**config.mk**
```make
export PLATFORM = sky130hd
export DESIGN_NAME = golomb_encoder_byte_packer_flat
export DESIGN_NICKNAME = d
export VERILOG_FILES = /design/src/rtl/core/gebp_pkg.sv /design/src/rtl/core/gebp_if.sv /design/src/rtl/core/gebp_front.sv /design/src/rtl/core/gebp_queue.sv /design/src/rtl/core/gebp_back.sv /design/src/rtl/core/golomb_encoder_byte_packer.sv /design/src/flat_wrapper.sv
export SDC_FILE = /design/constraint.sdc
export NUM_CORES = 1
export LEC_CHECK = 0
export BUFFER_PORTS_ARGS = -buffer_cell sky130_fd_sc_hd__buf_2
export CORE_MARGIN = 3
export CORE_UTILIZATION = 65
export CTS_BUF_LIST = sky130_fd_sc_hd__clkbuf_8
export CTS_CLUSTER_SIZE = 28
export DETAILED_ROUTE_END_ITERATION = 7
export PLACE_DENSITY = 0.89
export SLEW_MARGIN = 20
export SYNTH_ARGS = -nofsm -noshare
export SYNTH_HDL_FRONTEND = slang
export SYNTH_SLANG_ARGS = --single-unit
export TNS_END_PERCENT = 50
```
**constraint.sdc**
```tcl
create_clock -name clk -period 10.7 [get_ports clk]
set_input_delay 0 -clock clk [delete_from_list [all_inputs] [get_ports clk]]
set_output_delay 0 -clock clk [all_outputs]
set_load 0.02 [all_outputs]
```
**src/rtl/core/gebp_pkg.sv**
```systemverilog
// Shared constants and the command type of the Golomb encoder and byte packer.
package gebp_pkg;

	// Width of the value field and of the divisor register.
	localparam int IN_W = 16;
	localparam int M_W = 16;
	localparam int BYTE_W = 8;

	// Only the low VALUE_WIDTH bits of a value are coded.
	localparam int VALUE_WIDTH = 16;
	localparam int DIV_W = (VALUE_WIDTH < IN_W) ? VALUE_WIDTH : IN_W;

	// Largest quotient that is still coded.
	localparam int MAX_QUOTIENT = 255;
	localparam int QUOT_W = $clog2(MAX_QUOTIENT + 1);

	// Tail of a code word: the terminating zero followed by up to M_W remainder bits.
	localparam int TAIL_W = M_W + 1;
	localparam int TLEN_W = $clog2(TAIL_W + 1);

	// Shared width of the down counters for the run of ones and the tail.
	localparam int LEFT_W = (QUOT_W > TLEN_W) ? QUOT_W : TLEN_W;
	localparam int SUM_W = LEFT_W + 2;
	localparam int FULL_W = SUM_W - 3;

	// Divisor after reset.
	localparam logic [M_W-1:0] DIVISOR_RESET = 16'd4;

	// Command queue between front and back; the depth is a power of two.
	localparam int QUEUE_DEPTH = 2;
	localparam int QPTR_W = (QUEUE_DEPTH > 1) ? $clog2(QUEUE_DEPTH) : 1;
	localparam int QCNT_W = $clog2(QUEUE_DEPTH + 1);

	// One classified item, ready for the packer.
	typedef struct packed {
		logic              ovf;
		logic              eos;
		logic [QUOT_W-1:0] ones;
		logic [TAIL_W-1:0] tail;
		logic [TLEN_W-1:0] tail_len;
	} cmd_t;

endpackage

```
**src/rtl/core/gebp_if.sv**
```systemverilog
// Handshake interfaces for the item, result and configuration channels.
interface gebp_item_if;
	logic                      valid;
	logic                      ready;
	logic [gebp_pkg::IN_W-1:0] value;
	logic                      end_of_stream;

	modport source (output valid, output value, output end_of_stream, input ready);
	modport sink (input valid, input value, input end_of_stream, output ready);
endinterface

interface gebp_result_if;
	logic                        valid;
	logic                        ready;
	logic [gebp_pkg::BYTE_W-1:0] out_byte;
	logic                        last_of_run;
	logic                        quotient_overflow;

	modport source (output valid, output out_byte, output last_of_run,
		output quotient_overflow, input ready);
	modport sink (input valid, input out_byte, input last_of_run,
		input quotient_overflow, output ready);
endinterface

interface gebp_cfg_if;
	logic                     valid;
	logic                     ready;
	logic [gebp_pkg::M_W-1:0] data;

	modport source (output valid, output data, input ready);
	modport sink (input valid, input data, output ready);
endinterface

```
**src/rtl/core/gebp_front.sv**
```systemverilog
// Front end: divisor register, serial divider and code word classification.
module gebp_front (
	input  logic              clk,
	input  logic              arst_n,
	gebp_item_if.sink         item,
	gebp_cfg_if.sink          cfg,
	output gebp_pkg::cmd_t    cmd,
	output logic              cmd_valid,
	input  logic              cmd_ready
);

	localparam int STEP_W = $clog2(gebp_pkg::DIV_W);

	localparam logic [1:0] FS_IDLE = 2'd0;
	localparam logic [1:0] FS_DIV  = 2'd1;
	localparam logic [1:0] FS_PUSH = 2'd2;

	logic [1:0]                     state_q;
	logic [gebp_pkg::M_W-1:0]       divisor_q;
	logic [gebp_pkg::M_W-1:0]       m_q;
	logic [gebp_pkg::TLEN_W-1:0]    b_q;
	logic [gebp_pkg::M_W-1:0]       u_q;
	logic [gebp_pkg::DIV_W-1:0]     quo_q;
	logic [gebp_pkg::M_W-1:0]       rem_q;
	logic                           eos_q;
	logic [STEP_W-1:0]              step_q;

	logic [gebp_pkg::M_W-1:0]       m_eff;
	logic [gebp_pkg::M_W-1:0]       m_less;
	logic [gebp_pkg::TLEN_W-1:0]    b_eff;
	logic [gebp_pkg::M_W:0]         u_wide;
	logic [gebp_pkg::M_W:0]         shifted;
	logic [gebp_pkg::M_W:0]         diff;
	logic                           ge;
	logic                           lt;
	logic [gebp_pkg::M_W-1:0]       code;
	logic [gebp_pkg::TLEN_W-1:0]    len;

	// Register always writable; the user must do writes only while idle, unchecked.
	assign cfg.ready = 1'b1;
	assign item.ready = (state_q == FS_IDLE);

	// A zero divisor behaves as one. The remainder width is the bit length of M - 1.
	always_comb begin
		m_eff = (divisor_q == '0) ? gebp_pkg::M_W'(1) : divisor_q;
		m_less = m_eff - gebp_pkg::M_W'(1);
		b_eff = '0;
		for (int i = 0; i < gebp_pkg::M_W; i++) begin
			if (m_less[i]) begin
				b_eff = gebp_pkg::TLEN_W'(i + 1);
			end
		end
		u_wide = ({{gebp_pkg::M_W{1'b0}}, 1'b1} << b_eff) - {1'b0, m_eff};
	end

	// One restoring division step per cycle.
	always_comb begin
		shifted = {rem_q, quo_q[gebp_pkg::DIV_W-1]};
		ge = (shifted >= {1'b0, m_q});
		diff = shifted - {1'b0, m_q};
	end

	// Truncated binary coding of the remainder and the command word.
	always_comb begin
		lt = (rem_q < u_q);
		code = lt ? rem_q : (rem_q + u_q);
		len = lt ? (b_q - gebp_pkg::TLEN_W'(1)) : b_q;
		cmd.ovf = (32'(quo_q) > 32'(gebp_pkg::MAX_QUOTIENT));
		cmd.eos = eos_q;
		cmd.ones = gebp_pkg::QUOT_W'(quo_q);
		cmd.tail = {1'b0, code} << (gebp_pkg::TLEN_W'(gebp_pkg::M_W) - len);
		cmd.tail_len = len + gebp_pkg::TLEN_W'(1);
		cmd_valid = (state_q == FS_PUSH);
	end

	// Configuration register.
	always_ff @(posedge clk or negedge arst_n) begin
		if (!arst_n) begin
			divisor_q <= gebp_pkg::DIVISOR_RESET;
		end else if (cfg.valid) begin
			divisor_q <= cfg.data;
		end
	end

	// Sequencer: accept, divide, hand over.
	always_ff @(posedge clk or negedge arst_n) begin
		if (!arst_n) begin
			state_q <= FS_IDLE;
			step_q <= '0;
		end else begin
			unique case (state_q)
				FS_IDLE: begin
					if (item.valid) begin
						state_q <= FS_DIV;
						step_q <= STEP_W'(gebp_pkg::DIV_W - 1);
					end
				end
				FS_DIV: begin
					if (step_q == '0) begin
						state_q <= FS_PUSH;
					end else begin
						step_q <= step_q - STEP_W'(1);
					end
				end
				FS_PUSH: begin
					if (cmd_ready) begin
						state_q <= FS_IDLE;
					end
				end
				default: begin
					state_q <= FS_IDLE;
				end
			endcase
		end
	end

	// Divider datapath and per-item operands.
	always_ff @(posedge clk) begin
		if (state_q == FS_IDLE && item.valid) begin
			quo_q <= item.value[gebp_pkg::DIV_W-1:0];
			rem_q <= '0;
			m_q <= m_eff;
			b_q <= b_eff;
			u_q <= u_wide[gebp_pkg::M_W-1:0];
			eos_q <= item.end_of_stream;
		end else if (state_q == FS_DIV) begin
			rem_q <= ge ? diff[gebp_pkg::M_W-1:0] : shifted[gebp_pkg::M_W-1:0];
			quo_q <= {quo_q[gebp_pkg::DIV_W-2:0], ge};
		end
	end

endmodule

```
**src/rtl/core/gebp_queue.sv**
```systemverilog
// Short command queue that decouples the front end from the packer.
module gebp_queue (
	input  logic           clk,
	input  logic           arst_n,
	input  gebp_pkg::cmd_t wr_cmd,
	input  logic           wr_valid,
	output logic           wr_ready,
	output gebp_pkg::cmd_t rd_cmd,
	output logic           rd_valid,
	input  logic           rd_ready
);

	gebp_pkg::cmd_t                entry_q [gebp_pkg::QUEUE_DEPTH];
	logic [gebp_pkg::QPTR_W-1:0]   wr_ptr_q;
	logic [gebp_pkg::QPTR_W-1:0]   rd_ptr_q;
	logic [gebp_pkg::QCNT_W-1:0]   count_q;
	logic                          push;
	logic                          pop;

	// Occupancy flags and the head entry.
	always_comb begin
		wr_ready = (count_q != gebp_pkg::QCNT_W'(gebp_pkg::QUEUE_DEPTH));
		rd_valid = (count_q != '0);
		push = wr_valid && wr_ready;
		pop = rd_valid && rd_ready;
		rd_cmd = entry_q[rd_ptr_q];
	end

	// Pointers and fill level.
	always_ff @(posedge clk or negedge arst_n) begin
		if (!arst_n) begin
			wr_ptr_q <= '0;
			rd_ptr_q <= '0;
			count_q <= '0;
		end else begin
			if (push) begin
				wr_ptr_q <= wr_ptr_q + gebp_pkg::QPTR_W'(1);
			end
			if (pop) begin
				rd_ptr_q <= rd_ptr_q + gebp_pkg::QPTR_W'(1);
			end
			if (push && !pop) begin
				count_q <= count_q + gebp_pkg::QCNT_W'(1);
			end else if (pop && !push) begin
				count_q <= count_q - gebp_pkg::QCNT_W'(1);
			end
		end
	end

	// Storage.
	always_ff @(posedge clk) begin
		if (push) begin
			entry_q[wr_ptr_q] <= wr_cmd;
		end
	end

endmodule

```
**src/rtl/core/gebp_back.sv**
```systemverilog
// Back end: packs runs of ones and code word tails MSB-first into bytes.
module gebp_back (
	input  logic           clk,
	input  logic           arst_n,
	input  gebp_pkg::cmd_t cmd,
	input  logic           cmd_valid,
	output logic           cmd_ready,
	gebp_result_if.source  result
);

	localparam logic [2:0] BS_IDLE  = 3'd0;
	localparam logic [2:0] BS_ONES  = 3'd1;
	localparam logic [2:0] BS_TAIL  = 3'd2;
	localparam logic [2:0] BS_FLUSH = 3'd3;
	localparam logic [2:0] BS_OVF   = 3'd4;

	logic [2:0]                     state_q;
	logic [gebp_pkg::BYTE_W-1:0]    acc_q;
	logic [2:0]                     cnt_q;
	logic [gebp_pkg::QUOT_W-1:0]    ones_q;
	logic [gebp_pkg::TAIL_W-1:0]    tail_q;
	logic [gebp_pkg::TLEN_W-1:0]    tlen_q;
	logic [gebp_pkg::FULL_W-1:0]    full_left_q;
	logic                           flush_q;
	logic                           eos_q;
	logic                           out_valid_q;
	logic [gebp_pkg::BYTE_W-1:0]    out_byte_q;
	logic                           out_last_q;
	logic                           out_ovf_q;

	logic                           out_free;
	logic [3:0]                     avail;
	logic [gebp_pkg::LEFT_W-1:0]    cur_left;
	logic [3:0]                     k;
	logic [gebp_pkg::BYTE_W-1:0]    src;
	logic [2*gebp_pkg::BYTE_W-1:0]  wide;
	logic [gebp_pkg::BYTE_W-1:0]    new_acc;
	logic [gebp_pkg::BYTE_W-1:0]    pad_byte;
	logic                           fills;
	logic                           seg_done;
	logic                           packing;
	logic                           step_go;
	logic [gebp_pkg::SUM_W-1:0]     sum;
	logic                           emit;
	logic [gebp_pkg::BYTE_W-1:0]    emit_byte;
	logic                           emit_last;
	logic                           emit_ovf;

	assign cmd_ready = (state_q == BS_IDLE);
	assign result.valid = out_valid_q;
	assign result.out_byte = out_byte_q;
	assign result.last_of_run = out_last_q;
	assign result.quotient_overflow = out_ovf_q;

	// Chunk of up to one byte's worth of bits taken from the current segment.
	always_comb begin
		out_free = !out_valid_q || result.ready;
		avail = 4'd8 - {1'b0, cnt_q};
		packing = (state_q == BS_ONES) || (state_q == BS_TAIL);
		cur_left = (state_q == BS_ONES) ? gebp_pkg::LEFT_W'(ones_q)
			: gebp_pkg::LEFT_W'(tlen_q);
		k = (cur_left >= gebp_pkg::LEFT_W'(avail)) ? avail : cur_left[3:0];
		src = (state_q == BS_ONES) ? '1 : tail_q[gebp_pkg::TAIL_W-1 -: gebp_pkg::BYTE_W];
		wide = {acc_q, src} << k;
		new_acc = wide[2*gebp_pkg::BYTE_W-1 -: gebp_pkg::BYTE_W];
		fills = (k == avail);
		seg_done = (cur_left == gebp_pkg::LEFT_W'(k));
		step_go = packing && (!fills || out_free);
		pad_byte = acc_q << avail;
		sum = gebp_pkg::SUM_W'(cnt_q) + gebp_pkg::SUM_W'(cmd.ones)
			+ gebp_pkg::SUM_W'(cmd.tail_len);
	end

	// Byte to hand to the output register in this cycle, if any.
	always_comb begin
		emit = 1'b0;
		emit_byte = new_acc;
		emit_last = 1'b0;
		emit_ovf = 1'b0;
		unique case (state_q)
			BS_ONES, BS_TAIL: begin
				emit = step_go && fills;
				emit_last = (full_left_q == gebp_pkg::FULL_W'(1)) && !flush_q;
			end
			BS_FLUSH: begin
				emit = out_free;
				emit_byte = pad_byte;
				emit_last = 1'b1;
			end
			BS_OVF: begin
				emit = out_free;
				emit_byte = (eos_q && cnt_q != '0) ? pad_byte : '0;
				emit_last = 1'b1;
				emit_ovf = 1'b1;
			end
			default: begin
				emit = 1'b0;
			end
		endcase
	end

	// Packer sequencer and bit accumulator.
	always_ff @(posedge clk or negedge arst_n) begin
		if (!arst_n) begin
			state_q <= BS_IDLE;
			acc_q <= '0;
			cnt_q <= '0;
		end else begin
			unique case (state_q)
				BS_IDLE: begin
					if (cmd_valid) begin
						if (cmd.ovf) begin
							state_q <= BS_OVF;
						end else if (cmd.ones != '0) begin
							state_q <= BS_ONES;
						end else begin
							state_q <= BS_TAIL;
						end
					end
				end
				BS_ONES, BS_TAIL: begin
					if (step_go) begin
						acc_q <= fills ? '0 : new_acc;
						cnt_q <= fills ? '0 : 3'(cnt_q + k[2:0]);
						if (seg_done) begin
							if (state_q == BS_ONES) begin
								state_q <= BS_TAIL;
							end else begin
								state_q <= flush_q ? BS_FLUSH : BS_IDLE;
							end
						end
					end
				end
				BS_FLUSH: begin
					if (out_free) begin
						acc_q <= '0;
						cnt_q <= '0;
						state_q <= BS_IDLE;
					end
				end
				BS_OVF: begin
					if (out_free) begin
						if (eos_q) begin
							acc_q <= '0;
							cnt_q <= '0;
						end
						state_q <= BS_IDLE;
					end
				end
				default: begin
					state_q <= BS_IDLE;
				end
			endcase
		end
	end

	// Segment counters and the byte count of the current item.
	always_ff @(posedge clk) begin
		if (state_q == BS_IDLE && cmd_valid) begin
			ones_q <= cmd.ones;
			tail_q <= cmd.tail;
			tlen_q <= cmd.tail_len;
			eos_q <= cmd.eos;
			full_left_q <= sum[gebp_pkg::SUM_W-1:3];
			flush_q <= cmd.eos && (sum[2:0] != 3'd0);
		end else if (step_go) begin
			if (state_q == BS_ONES) begin
				ones_q <= ones_q - gebp_pkg::QUOT_W'(k);
			end else begin
				tail_q <= tail_q << k;
				tlen_q <= tlen_q - gebp_pkg::TLEN_W'(k);
			end
			if (fills) begin
				full_left_q <= full_left_q - gebp_pkg::FULL_W'(1);
			end
		end
	end

	// Output register: a finished byte waits here while packing goes on.
	always_ff @(posedge clk or negedge arst_n) begin
		if (!arst_n) begin
			out_valid_q <= 1'b0;
		end else if (emit) begin
			out_valid_q <= 1'b1;
		end else if (result.ready) begin
			out_valid_q <= 1'b0;
		end
	end

	always_ff @(posedge clk) begin
		if (emit) begin
			out_byte_q <= emit_byte;
			out_last_q <= emit_last;
			out_ovf_q <= emit_ovf;
		end
	end

endmodule

```
**src/rtl/core/golomb_encoder_byte_packer.sv**
```systemverilog
// Top level of the Golomb encoder with MSB-first byte packer.
//
//  Channel  Direction  Payload                                        Handshake
//  item     in         value[15:0], end_of_stream                     valid/ready
//  result   out        out_byte[7:0], last_of_run, quotient_overflow  valid/ready
//  cfg      in         data[15:0] (divisor)                           valid/ready
//
// The front end takes one item at a time: it accepts it, runs the
// one-bit-per-cycle division by the divisor, then hands the command over.
// The packer takes a command, then packs the run of ones and the tail byte by
// byte, or reports an overflow instead; a partial byte is flushed at end of stream.
// Reset sets the divisor to 4 and clears the bit accumulator and all handshakes.
// A two-entry command queue and a byte register let front and packer stall apart.
module golomb_encoder_byte_packer (
	input  logic          clk,
	input  logic          arst_n,
	gebp_item_if.sink     item,
	gebp_result_if.source result,
	gebp_cfg_if.sink      cfg
);

	gebp_pkg::cmd_t front_cmd;
	logic           front_valid;
	logic           front_ready;
	gebp_pkg::cmd_t back_cmd;
	logic           back_valid;
	logic           back_ready;

	// Divider and classifier.
	gebp_front u_front (
		.clk       (clk),
		.arst_n    (arst_n),
		.item      (item),
		.cfg       (cfg),
		.cmd       (front_cmd),
		.cmd_valid (front_valid),
		.cmd_ready (front_ready)
	);

	// Command queue.
	gebp_queue u_queue (
		.clk      (clk),
		.arst_n   (arst_n),
		.wr_cmd   (front_cmd),
		.wr_valid (front_valid),
		.wr_ready (front_ready),
		.rd_cmd   (back_cmd),
		.rd_valid (back_valid),
		.rd_ready (back_ready)
	);

	// Byte packer.
	gebp_back u_back (
		.clk       (clk),
		.arst_n    (arst_n),
		.cmd       (back_cmd),
		.cmd_valid (back_valid),
		.cmd_ready (back_ready),
		.result    (result)
	);

endmodule

```
**src/flat_wrapper.sv**
```systemverilog
// flat-port wrapper written by rule: the top's interface ports become plain ports
module golomb_encoder_byte_packer_flat 
  (clk, arst_n, item_valid, item_value, item_end_of_stream, item_ready, result_valid, result_out_byte, result_last_of_run, result_quotient_overflow, result_ready, cfg_valid, cfg_data, cfg_ready);
  gebp_item_if item_i ();
  gebp_result_if result_i ();
  gebp_cfg_if cfg_i ();
  input  logic clk;
  input  logic arst_n;
  input wire logic [$bits(item_i.valid)-1:0] item_valid;
  input wire logic [$bits(item_i.value)-1:0] item_value;
  input wire logic [$bits(item_i.end_of_stream)-1:0] item_end_of_stream;
  output wire logic [$bits(item_i.ready)-1:0] item_ready;
  output wire logic [$bits(result_i.valid)-1:0] result_valid;
  output wire logic [$bits(result_i.out_byte)-1:0] result_out_byte;
  output wire logic [$bits(result_i.last_of_run)-1:0] result_last_of_run;
  output wire logic [$bits(result_i.quotient_overflow)-1:0] result_quotient_overflow;
  input wire logic [$bits(result_i.ready)-1:0] result_ready;
  input wire logic [$bits(cfg_i.valid)-1:0] cfg_valid;
  input wire logic [$bits(cfg_i.data)-1:0] cfg_data;
  output wire logic [$bits(cfg_i.ready)-1:0] cfg_ready;
  assign item_i.valid = item_valid;
  assign item_i.value = item_value;
  assign item_i.end_of_stream = item_end_of_stream;
  assign item_ready = item_i.ready;
  assign result_valid = result_i.valid;
  assign result_out_byte = result_i.out_byte;
  assign result_last_of_run = result_i.last_of_run;
  assign result_quotient_overflow = result_i.quotient_overflow;
  assign result_i.ready = result_ready;
  assign cfg_i.valid = cfg_valid;
  assign cfg_i.data = cfg_data;
  assign cfg_ready = cfg_i.ready;
  golomb_encoder_byte_packer u_core (.clk(clk), .arst_n(arst_n), .item(item_i), .result(result_i), .cfg(cfg_i));
endmodule
```
==> impl_metrics.env <==
export IMPL_reg2reg_setup_slack_ns=4.25
export IMPL_wire_per_inst_um=20.2
export IMPL_gp_congestion=0.968
export IMPL_yosysTopAreaCell="edfxtp_1"
export IMPL_async_flop_share=0.183
export IMPL_rsz0062_at_grt="no"
export IMPL_die_w_um=163
export IMPL_critPathBufInv=0
export IMPL_yosys_warnings=0
export IMPL_slowest_delay_ns=0.65
export IMPL_drc=0
export IMPL_synth_avg_cell_area_um2=9.62
export IMPL_worstMarginPinSlew_ns=0.885
export IMPL_worstPathCellList="nor4_1, nand2_1, nor2_1, nor2_1, ha_1, nor3b_2, nand2_1, nor2_1, o211ai_1, o31ai_1, o21ai_0, nor4_1, nand3_1, nor4_1, ha_1, nor2b_1, o21ai_0, a21boi_0, o211ai_1, a21oi_1, nor4_1, o31ai_1, a211oi_1, nor3_1"
export IMPL_firstDrtPassIters=8
export IMPL_synth_area_um2=16100
export IMPL_synth_area_top_cells="edfxtp_1 31%, mux2i_1 7.5%, ha_1 7.2%, dfrtp_1 6.2%, nand2_1 4.1%"
export IMPL_io_buffers=49
export IMPL_fin_hold_ws_ns=-0.0189
export IMPL_status="finished, violations left"
export IMPL_routed_via_density=6.55
export IMPL_netlist_top_cells_count="175 x nand2_1, 167 x edfxtp_1, 121 x mux2i_1"
export IMPL_rows=56
export IMPL_cts_tree="done"
export IMPL_synth_edff_count=167
export IMPL_cap_violations=0
export IMPL_violations="hold timing"
export IMPL_vias=13718
export IMPL_slew_headroom=0.395
export IMPL_numCtsBuffers=39
export IMPL_grt_overflow_total=0
export IMPL_drive_gt1_frac=0.106
export IMPL_cp_max_fo=15
export IMPL_crit_family="simple AND/OR/NAND/NOR gates"
export IMPL_cp_start_kind="flip-flop"
export IMPL_insertion_delay_ns=0.56
export IMPL_maxSlewViolCount=0
export IMPL_grt_max_degree=55
export IMPL_cts_root_buf="clkbuf_8"
export IMPL_clock_path_buffers=3
export IMPL_crit_cells=24
export IMPL_antenna_found_initial=0
export IMPL_coreArea_um2=23900
export IMPL_instances_no_fill=2094
export IMPL_post_dp_hpwl_um=28800
export IMPL_place_inst=1957
export IMPL_arrival_ns=6.72
export IMPL_setup_violations=0
export IMPL_seq_area_frac_synth=0.396
export IMPL_cts_resized=0
export IMPL_synthMostInstantiatedCell="nand2_1"
export IMPL_first_iter_violations=1363
export IMPL_worstSetupPathType="reg -> reg"
export IMPL_grtUsageTotal=0.318
export IMPL_hp_class="in -> async"
export IMPL_critPathCaptureType="flip-flop"
export IMPL_crit_required_ns=10.97
export IMPL_period_share=0.603
export IMPL_hold_viol_final=15
export IMPL_clk_pin_slew_ns=0.06
export IMPL_cts_sinks=224
export IMPL_max_freq_mhz=155
export IMPL_crit_top_cell="nor4_1"
export IMPL_dieArea_um2=26600
export IMPL_htree_levels=2
export IMPL_final_min_clock_period_ns=6.45
export IMPL_syn2layout_area_growth_pct=11.3
export IMPL_ys_ff_latch=224
export IMPL_chipHeight_um=163
export IMPL_start_util=0.672
export IMPL_r2r_start="u_core.u_front.divisor_q[14]$_DFFE_PN0P_"
export IMPL_reg2reg_depth=24
export IMPL_skew_ns=0.0360
export IMPL_synth_flop_cell="edfxtp_1"
export IMPL_synth_top_cell_area_share=0.312
export IMPL_fin_ws_ns=4.25
export IMPL_synth_cell_types=98
export IMPL_timing_setup_tns_ns=0
export IMPL_grt_pass1_vias=13344
export IMPL_grt_pass1_wl_um=68100
export IMPL_r2r_end="u_core.u_front.u_q[13]$_DFFE_PP_"
export IMPL_post_place_ws_ns=4.43
export IMPL_synthesis_nets=1809
export IMPL_antenna_cells=0
export IMPL_wl_um=42300
export IMPL_syn_instance_count=1668
export IMPL_cp_slowest_cell="dfrtp_1"
export IMPL_ant_nets=0
export IMPL_fin_nets=1885
export IMPL_num_io_pins=51
## state kept, by name, indices dropped and copies added (netlist names), 7 cells and up
| signal | flops |
|---|---|
| u_core.u_front.quo_q | 16 |
| u_core.u_back.tail_q | 17 |
| u_core.u_back.full_left_q | 7 |
| u_core.u_queue.entry_q | 64 |
| u_core.u_back.ones_q | 8 |
| u_core.u_front.rem_q | 16 |
| u_core.u_back.result.out_byte | 8 |
| u_core.u_front.divisor_q | 16 |
| u_core.u_front.m_q | 16 |
| u_core.u_back.acc_q | 8 |
| u_core.u_front.u_q | 16 |
## logic make-up (layout without fill, tap and decap cells)
| kind of cell | after synthesis | count (layout) | synth area share |
|---|---|---|---|
| simple gates | 497 | 497 | 0.147 |
| mux | 149 | 149 | 0.101 |
| buf+inv | 219 | 326 | 0.0556 |
| flops | 224 | 224 | 0.396 |
| compound gates | 403 | 403 | 0.173 |
| fa+ha+maj | 105 | 105 | 0.0863 |
| xor+xnor | 70 | 70 | 0.0399 |
| other cells | 1 | 1 | 0.000234 |
## per-stage QoR
stage / cell area (µm²) / hold slack (ns) / utilization
after detailed placement: 16400 / 0.185 / 0.687
final: 17900 / -0.0189 / 0.748
after CTS: 17900 / 0.00196 / 0.748
after global routing: 17900 / 0.0363 / 0.748
after global placement: 16400 / 0.176 / 0.687
after floorplan: 16100 / -0.296 / -
## final cells by class
cell class	count	area (µm²)
inverter	125	479
timing repair buffer	129	1010
multi-input combinational	1225	8810
sequential	224	6360
clock inverter	26	169
tap	319	399
clock buffer	46	633
fill	1539	6030
## per-layer routing
metal	global-route usage	up-vias	part of all wire	wire (µm)
met5	0	-	0	0
met1	0.379	6500	0.37	15800
met2	0.565	714	0.50	21300
li1	-	6325	-	-
met4	0.156	0	0.054	2310
met3	0.0431	179	0.068	2890
## how the worst max path moves through the flow
stage	to	slack (ns)	start
after floorplan	u_core.u_back.tail_q[15]$_DFFE_PP_	3.06	u_core.u_back.state_q[1]$_DFFE_PN0P_
after global placement	u_core.u_front.u_q[13]$_DFFE_PP_	4.60	u_core.u_front.divisor_q[12]$_DFFE_PN0P_
after detailed placement	u_core.u_front.u_q[13]$_DFFE_PP_	4.43	u_core.u_front.divisor_q[14]$_DFFE_PN0P_
after CTS	u_core.u_front.u_q[13]$_DFFE_PP_	4.37	u_core.u_front.divisor_q[14]$_DFFE_PN0P_
after global routing	u_core.u_front.u_q[15]$_DFFE_PP_	3.42	u_core.u_front.divisor_q[14]$_DFFE_PN0P_
final	u_core.u_front.u_q[13]$_DFFE_PP_	4.25	u_core.u_front.divisor_q[14]$_DFFE_PN0P_
## cell usage in the layout (no fill, tap or decap), types with 19 or more instances in the layout
cell type and instances:
dlygate4sd3_1 65, nand2_1 175, nand3_1 47, ha_1 93, inv_1 127, a21oi_1 80, a21o_1 19, mux2i_1 121
edfxtp_1 167, clkbuf_8 46, xnor2_1 47, o22ai_1 21, nor3_1 58, nor4_1 23, buf_2 48, nor2_1 92
dfrtp_1 40, o21ai_0 87, xor2_1 21
## timing repair
action	CTS	global route
buffers inserted	0	0
hold buffers	65	0
setup endpoints to repair	0	0
endpoints found under the hold margin	76	0
Power is left out: the tool's default activity adds up to more than one toggle a clock period on the data nets, which glitch-free logic cannot reach.
